==> config.mk <==
export PLATFORM = sky130hd
export DESIGN_NAME = button_click_detector_top
export DESIGN_NICKNAME = d
export VERILOG_FILES = /design/src/hdl/bcd_pkg.sv /design/src/hdl/button_click_detector_top.sv /design/src/hdl/bcd_out_buf.sv
export SDC_FILE = /design/constraint.sdc
export NUM_CORES = 1
export LEC_CHECK = 0
export BUFFER_PORTS_ARGS = -buffer_cell sky130_fd_sc_hd__buf_2
export CORE_MARGIN = 3
export CORE_UTILIZATION = 40
export CTS_CLUSTER_SIZE = 14
export DETAILED_ROUTE_END_ITERATION = 12
export GPL_TIMING_DRIVEN = 0
export PLACE_DENSITY = 0.69
export REMOVE_ABC_BUFFERS = 1
export SKIP_CTS_REPAIR_TIMING = 1
export SYNTH_ARGS = -nofsm -noshare
export SYNTH_HDL_FRONTEND = slang
export SYNTH_SLANG_ARGS = --single-unit
export TNS_END_PERCENT = 30
==> constraint.sdc <==
create_clock -name clk_i -period 12.5 [get_ports clk_i]
set_clock_uncertainty 0.2 [all_clocks]
set_input_delay 1.25 -clock clk_i [delete_from_list [all_inputs] [get_ports clk_i]]
set_output_delay 1.25 -clock clk_i [all_outputs]
set_load 0.1 [all_outputs]
==> src/hdl/bcd_pkg.sv <==
`default_nettype none

package bcd_pkg;

  localparam int unsigned EvW      = 7;
  localparam int unsigned CodeW    = 3;
  localparam int unsigned CountW   = 4;
  localparam int unsigned TicksW   = 10;
  localparam int unsigned TickCntW = 11;
  localparam int unsigned CfgIdxW  = 3;
  localparam int unsigned CfgDataW = 10;

  localparam logic [TickCntW-1:0] TickMax = '1;

  // event codes; all but EV_NONE are also bit positions in the event masks
  localparam logic [CodeW-1:0] EV_DOWN   = 3'd0;
  localparam logic [CodeW-1:0] EV_UP     = 3'd1;
  localparam logic [CodeW-1:0] EV_REPEAT = 3'd2;
  localparam logic [CodeW-1:0] EV_SINGLE = 3'd3;
  localparam logic [CodeW-1:0] EV_DOUBLE = 3'd4;
  localparam logic [CodeW-1:0] EV_LSTART = 3'd5;
  localparam logic [CodeW-1:0] EV_LHOLD  = 3'd6;
  localparam logic [CodeW-1:0] EV_NONE   = 3'd7;

  // configuration register indexes
  localparam logic [CfgIdxW-1:0] CFG_ACTIVE_LEVEL   = 3'd0;
  localparam logic [CfgIdxW-1:0] CFG_DEBOUNCE_TICKS = 3'd1;
  localparam logic [CfgIdxW-1:0] CFG_SHORT_TICKS    = 3'd2;
  localparam logic [CfgIdxW-1:0] CFG_LONG_TICKS     = 3'd3;
  localparam logic [CfgIdxW-1:0] CFG_REPEAT_LIMIT   = 3'd4;

  localparam logic [CountW-1:0] DebounceReset    = 4'd3;
  localparam logic [TicksW-1:0] ShortReset       = 10'd60;
  localparam logic [TicksW-1:0] LongReset        = 10'd200;
  localparam logic [CountW-1:0] RepeatLimitReset = 4'd15;

  typedef enum logic [2:0] {
    ST_IDLE    = 3'd0,
    ST_PRESS   = 3'd1,
    ST_RELEASE = 3'd2,
    ST_REPEAT  = 3'd3,
    ST_LONG    = 3'd4
  } state_e;

  typedef struct packed {
    logic [EvW-1:0]    raised_events;
    logic [EvW-1:0]    pending_events;
    logic [CodeW-1:0]  last_event;
    logic [CountW-1:0] repeat_count;
    logic              pressed;
  } res_t;

  function automatic logic [EvW-1:0] ev_bit(input logic [CodeW-1:0] code);
    ev_bit = EvW'(1) << code;
  endfunction

endpackage

`default_nettype wire

==> src/hdl/button_click_detector_top.sv <==
`default_nettype none
// Button click detector: debounce, click counting and long-press events for
// one button, one item per scan tick.
// Input channel (in_valid_i / in_stall_o): raw_level_i, clear_pending_i. An
// item is taken when valid is high and stall is low.
// Output channel (out_valid_o / out_stall_i): one result item per input item,
// in order: raised events, pending mask, last event, repeat count, pressed.
// The state update and result are computed in the cycle the item is taken and
// the result is registered at that edge. Throughput is one item per cycle while
// in_stall_o is low; the per-tick state update is a single pass of logic.
// Results go into a two-entry output buffer, so in_stall_o is a registered
// flag that rises only when both entries hold results the receiver has not
// taken. While out_stall_i is high results simply stay in the buffer.
// Configuration (cfg_valid_i / cfg_ready_o, always ready) writes registers
// 0 active level, 1 debounce ticks, 2 short ticks, 3 long ticks, 4 repeat
// limit; other indexes are ignored. Write only while the block is idle.
// Writing the active level sets the debounced level to its inverse.
// Reset returns all registers to defaults, the machine to idle and empties
// the output buffer.

module button_click_detector_top (
  input  wire                          clk_i,
  input  wire                          rst_ni,
  input  wire                          in_valid_i,
  output logic                         in_stall_o,
  input  wire                          raw_level_i,
  input  wire                          clear_pending_i,
  output logic                         out_valid_o,
  input  wire                          out_stall_i,
  output logic [bcd_pkg::EvW-1:0]      raised_events_o,
  output logic [bcd_pkg::EvW-1:0]      pending_events_o,
  output logic [bcd_pkg::CodeW-1:0]    last_event_o,
  output logic [bcd_pkg::CountW-1:0]   repeat_count_o,
  output logic                         pressed_o,
  input  wire                          cfg_valid_i,
  output logic                         cfg_ready_o,
  input  wire  [bcd_pkg::CfgIdxW-1:0]  cfg_index_i,
  input  wire  [bcd_pkg::CfgDataW-1:0] cfg_data_i
);
  import bcd_pkg::*;

  // configuration
  logic              active_level_q;
  logic [CountW-1:0] debounce_ticks_q;
  logic [TicksW-1:0] short_ticks_q;
  logic [TicksW-1:0] long_ticks_q;
  logic [CountW-1:0] repeat_limit_q;

  // state
  state_e              state_q, state_d;
  logic [TickCntW-1:0] tick_q, tick_d;
  logic [CountW-1:0]   deb_cnt_q, deb_cnt_d;
  logic                deb_lvl_q, deb_lvl_d;
  logic [CountW-1:0]   click_q, click_d;
  logic [CodeW-1:0]    sticky_q, sticky_d;
  logic [EvW-1:0]      pending_q, pending_d;

  logic                accept;
  logic                cfg_we;
  logic                act;
  logic [EvW-1:0]      raised;
  logic [EvW-1:0]      pend_now;
  logic [CountW-1:0]   deb_inc;
  logic [TickCntW-1:0] tick_inc;
  res_t                res;
  res_t                head;
  logic                buf_full;

  assign cfg_ready_o = 1'b1;
  assign cfg_we      = cfg_valid_i && cfg_ready_o;
  assign in_stall_o  = buf_full;
  assign accept      = in_valid_i && !in_stall_o;

  always_comb begin
    state_d   = state_q;
    click_d   = click_q;
    sticky_d  = sticky_q;
    raised    = '0;
    deb_lvl_d = deb_lvl_q;
    deb_cnt_d = '0;

    tick_inc = ((state_q != ST_IDLE) && (tick_q < TickMax)) ? tick_q + 1'b1 : tick_q;
    tick_d   = tick_inc;

    deb_inc = deb_cnt_q + 1'b1;
    if (raw_level_i != deb_lvl_q) begin
      // a debounce setting of zero accepts on the first differing tick
      if (deb_inc >= debounce_ticks_q) begin
        deb_lvl_d = raw_level_i;
        deb_cnt_d = '0;
      end else begin
        deb_cnt_d = deb_inc;
      end
    end

    act = (deb_lvl_d == active_level_q);

    unique case (state_q)
      ST_IDLE: begin
        if (act) begin
          sticky_d = EV_DOWN;
          raised   = ev_bit(EV_DOWN);
          tick_d   = '0;
          click_d  = CountW'(1);
          state_d  = ST_PRESS;
        end else begin
          sticky_d = EV_NONE;
        end
      end
      ST_PRESS: begin
        if (!act) begin
          sticky_d = EV_UP;
          raised   = ev_bit(EV_UP);
          tick_d   = '0;
          state_d  = ST_RELEASE;
        end else if (tick_inc > TickCntW'(long_ticks_q)) begin
          sticky_d = EV_LSTART;
          raised   = ev_bit(EV_LSTART);
          state_d  = ST_LONG;
        end
      end
      ST_RELEASE: begin
        if (act) begin
          sticky_d = EV_DOWN;
          raised   = ev_bit(EV_DOWN) | ev_bit(EV_REPEAT);
          if (click_q < repeat_limit_q) begin
            click_d = click_q + 1'b1;
          end
          tick_d  = '0;
          state_d = ST_REPEAT;
        end else if (tick_inc > TickCntW'(short_ticks_q)) begin
          // three or more clicks end the sequence silently
          if (click_q == CountW'(1)) begin
            sticky_d = EV_SINGLE;
            raised   = ev_bit(EV_SINGLE);
          end else if (click_q == CountW'(2)) begin
            sticky_d = EV_DOUBLE;
            raised   = ev_bit(EV_DOUBLE);
          end
          state_d = ST_IDLE;
        end
      end
      ST_REPEAT: begin
        if (!act) begin
          sticky_d = EV_UP;
          raised   = ev_bit(EV_UP);
          if (tick_inc < TickCntW'(short_ticks_q)) begin
            tick_d  = '0;
            state_d = ST_RELEASE;
          end else begin
            state_d = ST_IDLE;
          end
        end else if (tick_inc > TickCntW'(short_ticks_q)) begin
          state_d = ST_PRESS;
        end
      end
      ST_LONG: begin
        if (act) begin
          sticky_d = EV_LHOLD;
          raised   = ev_bit(EV_LHOLD);
        end else begin
          sticky_d = EV_UP;
          raised   = ev_bit(EV_UP);
          state_d  = ST_IDLE;
        end
      end
      default: begin
        state_d = ST_IDLE;
      end
    endcase

    pend_now  = pending_q | raised;
    pending_d = clear_pending_i ? '0 : pend_now;

    res.raised_events  = raised;
    res.pending_events = pend_now;
    res.last_event     = sticky_d;
    res.repeat_count   = click_d;
    res.pressed        = act;
  end

  always_ff @(posedge clk_i or negedge rst_ni) begin
    if (!rst_ni) begin
      active_level_q   <= 1'b0;
      debounce_ticks_q <= DebounceReset;
      short_ticks_q    <= ShortReset;
      long_ticks_q     <= LongReset;
      repeat_limit_q   <= RepeatLimitReset;
      state_q          <= ST_IDLE;
      tick_q           <= '0;
      deb_cnt_q        <= '0;
      deb_lvl_q        <= 1'b1;
      click_q          <= '0;
      sticky_q         <= EV_NONE;
      pending_q        <= '0;
    end else begin
      if (accept) begin
        state_q   <= state_d;
        tick_q    <= tick_d;
        deb_cnt_q <= deb_cnt_d;
        deb_lvl_q <= deb_lvl_d;
        click_q   <= click_d;
        sticky_q  <= sticky_d;
        pending_q <= pending_d;
      end
      if (cfg_we) begin
        unique case (cfg_index_i)
          CFG_ACTIVE_LEVEL: begin
            active_level_q <= cfg_data_i[0];
            deb_lvl_q      <= ~cfg_data_i[0];
          end
          CFG_DEBOUNCE_TICKS: debounce_ticks_q <= cfg_data_i[CountW-1:0];
          CFG_SHORT_TICKS:    short_ticks_q    <= cfg_data_i[TicksW-1:0];
          CFG_LONG_TICKS:     long_ticks_q     <= cfg_data_i[TicksW-1:0];
          CFG_REPEAT_LIMIT:   repeat_limit_q   <= cfg_data_i[CountW-1:0];
          default: ;
        endcase
      end
    end
  end

  bcd_out_buf u_out_buf (
    .clk_i       (clk_i),
    .rst_ni      (rst_ni),
    .push_i      (accept),
    .push_data_i (res),
    .full_o      (buf_full),
    .out_valid_o (out_valid_o),
    .out_stall_i (out_stall_i),
    .out_data_o  (head)
  );

  assign raised_events_o  = head.raised_events;
  assign pending_events_o = head.pending_events;
  assign last_event_o     = head.last_event;
  assign repeat_count_o   = head.repeat_count;
  assign pressed_o        = head.pressed;

  // back-pressure only when results are waiting
  a_stall_has_results: assert property (@(posedge clk_i) disable iff (!rst_ni)
    in_stall_o |-> out_valid_o)
    else $error("input stalled with empty output buffer");

  a_raised_in_pending: assert property (@(posedge clk_i) disable iff (!rst_ni)
    out_valid_o |-> ((raised_events_o & ~pending_events_o) == '0))
    else $error("raised event missing from pending mask");

  a_down_pressed: assert property (@(posedge clk_i) disable iff (!rst_ni)
    (out_valid_o && (raised_events_o[EV_DOWN] || raised_events_o[EV_LHOLD])) |-> pressed_o)
    else $error("press event without pressed level");

  a_up_released: assert property (@(posedge clk_i) disable iff (!rst_ni)
    (out_valid_o && raised_events_o[EV_UP]) |-> !pressed_o)
    else $error("release event while pressed");

endmodule

`default_nettype wire

==> src/hdl/bcd_out_buf.sv <==
`default_nettype none

module bcd_out_buf (
  input  wire           clk_i,
  input  wire           rst_ni,
  input  wire           push_i,
  input  wire bcd_pkg::res_t push_data_i,
  output logic          full_o,
  output logic          out_valid_o,
  input  wire           out_stall_i,
  output bcd_pkg::res_t out_data_o
);
  import bcd_pkg::*;

  res_t       mem_q [2];
  logic       wr_ptr_q, wr_ptr_d;
  logic       rd_ptr_q, rd_ptr_d;
  logic [1:0] count_q, count_d;
  logic       pop;

  assign out_valid_o = (count_q != 2'd0);
  assign full_o      = (count_q == 2'd2);
  assign pop         = out_valid_o && !out_stall_i;
  assign out_data_o  = mem_q[rd_ptr_q];

  always_comb begin
    wr_ptr_d = push_i ? ~wr_ptr_q : wr_ptr_q;
    rd_ptr_d = pop ? ~rd_ptr_q : rd_ptr_q;
    count_d  = count_q + 2'(push_i) - 2'(pop);
  end

  always_ff @(posedge clk_i or negedge rst_ni) begin
    if (!rst_ni) begin
      wr_ptr_q <= 1'b0;
      rd_ptr_q <= 1'b0;
      count_q  <= 2'd0;
    end else begin
      wr_ptr_q <= wr_ptr_d;
      rd_ptr_q <= rd_ptr_d;
      count_q  <= count_d;
    end
  end

  always_ff @(posedge clk_i) begin
    if (push_i) begin
      mem_q[wr_ptr_q] <= push_data_i;
    end
  end

endmodule

`default_nettype wire
==> flow_summary.html <==
<table>
<tr><th>Metric</th><th>Value</th></tr>
<tr><th colspan="2">Detailed routing</th></tr>
<tr><td>Average wire per cell in the routed design</td><td>15.2 um</td></tr>
<tr><td>Vias per inst</td><td>5.40</td></tr>
<tr><td>Initial DRC Count</td><td>227</td></tr>
<tr><td>Total wire length after detailed routing</td><td>11.7 mm</td></tr>
<tr><td>DRC viols</td><td>0</td></tr>
<tr><td>Number of detailed-routing iterations run before antenna repair</td><td>4</td></tr>
<tr><td>Remaining number of nets flagged by the antenna check after routing</td><td>0</td></tr>
<tr><td>Vias after detailed routing</td><td>4138</td></tr>
<tr><th colspan="2">Min path</th></tr>
<tr><td>Worst hold stages</td><td>1</td></tr>
<tr><td>Endpoint of the worst hold path</td><td>u_out_buf.count_q[1]</td></tr>
<tr><td>HP Start</td><td>u_out_buf.count_q[1]</td></tr>
<tr><td>Class of the most critical hold timing path</td><td>register to register</td></tr>
<tr><th colspan="2">Setup path</th></tr>
<tr><td>CP dominant cell by count</td><td>nand2_1</td></tr>
<tr><td>CP Capture Type</td><td>register</td></tr>
<tr><td>Largest delay contributor family on the critical path</td><td>simple AND/OR/NAND/NOR gates</td></tr>
<tr><td>Crit path buf inv count</td><td>1</td></tr>
<tr><td>Startpoint kind of the worst setup timing path</td><td>register</td></tr>
<tr><td>Critical path type</td><td>register to register</td></tr>
<tr><td>End of the worst register-to-register path</td><td>u_out_buf.mem_q[1][5]</td></tr>
<tr><td>Cell count of the worst reg-to-reg path</td><td>15</td></tr>
<tr><td>Top fanout value on the critical path</td><td>10</td></tr>
<tr><td>Worst endpoint required time</td><td>12.39 ns</td></tr>
<tr><td>Launch point of the worst reg-to-reg path</td><td>tick_q[0]</td></tr>
<tr><td>Cell chain of the critical path</td><td>nand2_1 &gt; nor2b_1 &gt; a41oi_2 &gt; and2_1 &gt; and3_2 &gt; xnor2_1 &gt; inv_1 &gt; ha_1 &gt; and3_1 &gt; or3b_1 &gt; o311a_1 &gt; a221oi_4 &gt; nor4_2 &gt; a211oi_1 &gt; nand2_1</td></tr>
<tr><td>Slowest CP cell</td><td>or3b_1</td></tr>
<tr><td>Minimum setup slack among reg-to-reg paths</td><td>7.91 ns</td></tr>
<tr><td>Longest individual stage delay on the worst path</td><td>0.46 ns</td></tr>
<tr><td>Arr. time, crit path</td><td>4.48 ns</td></tr>
<tr><th colspan="2">CTS</th></tr>
<tr><td>Maximum count of clock buffers along a single path</td><td>2</td></tr>
<tr><td>TritonCTS clock tree</td><td>done</td></tr>
<tr><td>Clock-pin slew on the worst setup and hold paths</td><td>0.07 ns</td></tr>
<tr><td>Buffer cell driving the clock tree root</td><td>clkbuf_16</td></tr>
<tr><td># H-tree levels</td><td>3</td></tr>
<tr><td>Clk sinks</td><td>110</td></tr>
<tr><td>CTS buffer count</td><td>9</td></tr>
<tr><td>Worst-Skew Late Latency</td><td>0.36 ns</td></tr>
<tr><th colspan="2">Global routing</th></tr>
<tr><td>Leftover overflow at the end of global routing</td><td>0</td></tr>
<tr><td>Wire length of the first global-routing pass</td><td>19.7 mm</td></tr>
<tr><td>Vias in the first global route</td><td>4066</td></tr>
<tr><td>Antenna violations before repair</td><td>0</td></tr>
<tr><td>Total routing resource utilization after global routing</td><td>14.9%</td></tr>
<tr><td>Largest net degree at the start of global routing</td><td>67</td></tr>
<tr><th colspan="2">Logic synthesis</th></tr>
<tr><td>Number of flops mapped to enable cells by yosys</td><td>44</td></tr>
<tr><td>Yosys cell types</td><td>75</td></tr>
<tr><td>Synth warn</td><td>0</td></tr>
<tr><td>FF+latch count, synth</td><td>110</td></tr>
<tr><td>Leading cell types by total area after synthesis</td><td>edfxtp_1, dfrtp_1, dfstp_2</td></tr>
<tr><td>FFs w/ async S/R, synth</td><td>60.0%</td></tr>
<tr><td>Top FF cell, synth</td><td>dfrtp_1</td></tr>
<tr><td>Synth Instances</td><td>542</td></tr>
<tr><td>Yosys top cell area share</td><td>22.0%</td></tr>
<tr><td>Post-synth top area cell</td><td>edfxtp_1</td></tr>
<tr><td>Synthesized area divided by synthesized cell count</td><td>11.1 um2</td></tr>
<tr><td>Post-Syn Area</td><td>5990 um2</td></tr>
<tr><td>Sequential-to-total area share from yosys stat</td><td>50.0%</td></tr>
<tr><th colspan="2">Timing</th></tr>
<tr><td>Maximum operating frequency</td><td>218 MHz</td></tr>
<tr><td>Max-slew violation count</td><td>0</td></tr>
<tr><td>Worst-Margin Slew</td><td>1.19 ns</td></tr>
<tr><td>Unrepaired setup endpoints after global routing</td><td>no</td></tr>
<tr><td>Number of setup violations in the final report</td><td>0</td></tr>
<tr><td>Shortest period the worst path allows</td><td>4.59 ns</td></tr>
<tr><td>Post-route clock period utilization</td><td>36.7%</td></tr>
<tr><td>Final sum of negative setup slack</td><td>0 ns</td></tr>
<tr><td>Rel. slew slack</td><td>20.5%</td></tr>
<tr><td>Fin. Hold Viols</td><td>0</td></tr>
<tr><th colspan="2">Placement</th></tr>
<tr><td>Placer Congestion</td><td>0.829</td></tr>
<tr><td>DPL Wire Length</td><td>8.19 mm</td></tr>
<tr><td>Number of buffer cells added on primary ports</td><td>43</td></tr>
<tr><td>Post-DP Area</td><td>6370 um2</td></tr>
<tr><th colspan="2">Floorplan</th></tr>
<tr><td>Num ports</td><td>45</td></tr>
<tr><td>Number of rows created at floorplan</td><td>44</td></tr>
<tr><td>Initial core utilization</td><td>41.1%</td></tr>
<tr><td>Chip height</td><td>128 um</td></tr>
<tr><td>Core Area</td><td>14600 um2</td></tr>
<tr><td>Die area</td><td>16500 um2</td></tr>
<tr><td>Horiz. Die Dim</td><td>128 um</td></tr>
<tr><th colspan="2">Pwr</th></tr>
<tr><td>Largest vdd supply drop</td><td>0.000111 V</td></tr>
<tr><td>Reported leakage power</td><td>2.90 nW</td></tr>
<tr><td>P per Cell Area</td><td>267 nW/um2</td></tr>
<tr><th colspan="2">Cells and area</th></tr>
<tr><td>Antenna cell count</td><td>0</td></tr>
<tr><td>P&amp;R area growth vs syn</td><td>11.7%</td></tr>
<tr><td>Most common library cell in the layout ignoring fill and taps</td><td>nand2_1</td></tr>
<tr><td>Summed area of non-filler cells in the final layout</td><td>6700 um2</td></tr>
<tr><td>Total Nets Final</td><td>632</td></tr>
<tr><td>Share of layout cells above drive strength 1</td><td>25.4%</td></tr>
<tr><td>Leading cell types in the layout, fill and taps excluded</td><td>nand2_1, dfrtp_1, o21ai_0, edfxtp_1, inv_1</td></tr>
<tr><th colspan="2">Outcome</th></tr>
<tr><td>Run status</td><td>complete, no violations</td></tr>
<tr><th colspan="2">Flow run</th></tr>
<tr><td>MaxCap Viol Count</td><td>0</td></tr>
</table>
==> state kept, by name (all words and copies together) (netlist names) <==
signal,cells
active_level_q,1
click_q,4
deb_cnt_q,4
deb_lvl_q,1
debounce_ticks_q,4
long_ticks_q,10
pending_q,7
repeat_limit_q,4
short_ticks_q,10
state_q,3
sticky_q,3
tick_q,11
u_out_buf.count_q,2
u_out_buf.mem_q,44
u_out_buf.rd_ptr_q,1
u_out_buf.wr_ptr_q,1
==> cells in the mapped netlist (all sizes together) (12+ instances only) <==
cell type and instances:
o21ai 44, clkbuf 12, xnor2 13, ha 34, mux2 38, nor2 26
dfrtp 49, edfxtp 44, dfstp 17, inv 44, nand2 55, a21oi 16
==> layout make-up <==
class	instances	area, um2
Fill cell	1334	7890
Inverter	45	169
Sequential cell	110	2990
Tap cell	184	230
Multi-Input combinational cell	368	2740
Timing Repair Buffer	44	233
Clock buffer	9	225
Clock inverter	7	101
==> kinds of logic after synthesis <==
kind of cell,count (synthesis),share of synthesized area [%]
and+or+nand+nor,156,14.2
adders and majority gates,34,7.10
DFF,110,50.0
other,1,0.0626
AOI/OAI and AO/OA,119,14.2
buffers and inverters,64,4.30
xor gates and xnor gates,17,2.48
muxes,41,7.64
==> worst max-delay path by stage <==
stage,startpoint,end,depth (start not counted)
after floorplan,tick_q[2],u_out_buf.mem_q[0][7],15
after global placement,in_valid_i,u_out_buf.count_q[1],6
after detailed placement,tick_q[0],u_out_buf.mem_q[1][5],15
after CTS,tick_q[0],u_out_buf.mem_q[1][5],15
after global routing,tick_q[0],u_out_buf.mem_q[0][5],15
final,tick_q[0],u_out_buf.mem_q[1][5],15
==> stage by stage <==
step	setup WS [ns]	instances	hold slack, ns	total power, W	util, %
2_1_floorplan	8.53	523	0.254	0.00131	-
3_3_place_gp	8.03	750	0.267	0.00146	43.5
3_5_place_dp	7.96	751	0.279	0.00149	43.7
4_1_cts	7.95	767	0.293	0.00181	45.9
5_1_grt	7.58	767	0.321	0.00190	45.9
6_report	7.91	767	0.292	0.00179	45.9
==> worst reg2reg max path: stages, from the launching register on <==
cell and delay, ns:
dfrtp_1 0.44, nand2_1 0.17, nor2b_1 0.24, a41oi_2 0.29, and2_1 0.26, and3_2 0.22, xnor2_1 0.20, inv_1 0.10
ha_1 0.30, and3_1 0.20, or3b_1 0.46, o311a_1 0.20, a221oi_4 0.43, nor4_2 0.15, a211oi_1 0.31, nand2_1 0.15
==> metal layers <==
layer / wire length [um] / up-vias / track usage (%)
li1: - / 2008 / -
met1: 5540 / 2046 / 19.6
met2: 5510 / 78 / 24.2
met3: 547 / 6 / 4.61
met4: 86 / 0 / 3.18
met5: 0 / - / 0
==> power breakdown <==
group | internal (W) | leakage [nW] | total, W | switching, W
registers | 0.000515 | 1.22 | 0.000588 | 0.0000727
logic | 0.000254 | 1.52 | 0.000888 | 0.000634
clock network | 0.000178 | 0.160 | 0.000313 | 0.000135
total | 0.000947 | 2.90 | 0.00179 | 0.000842
Power figures use the tool's default switching activity.
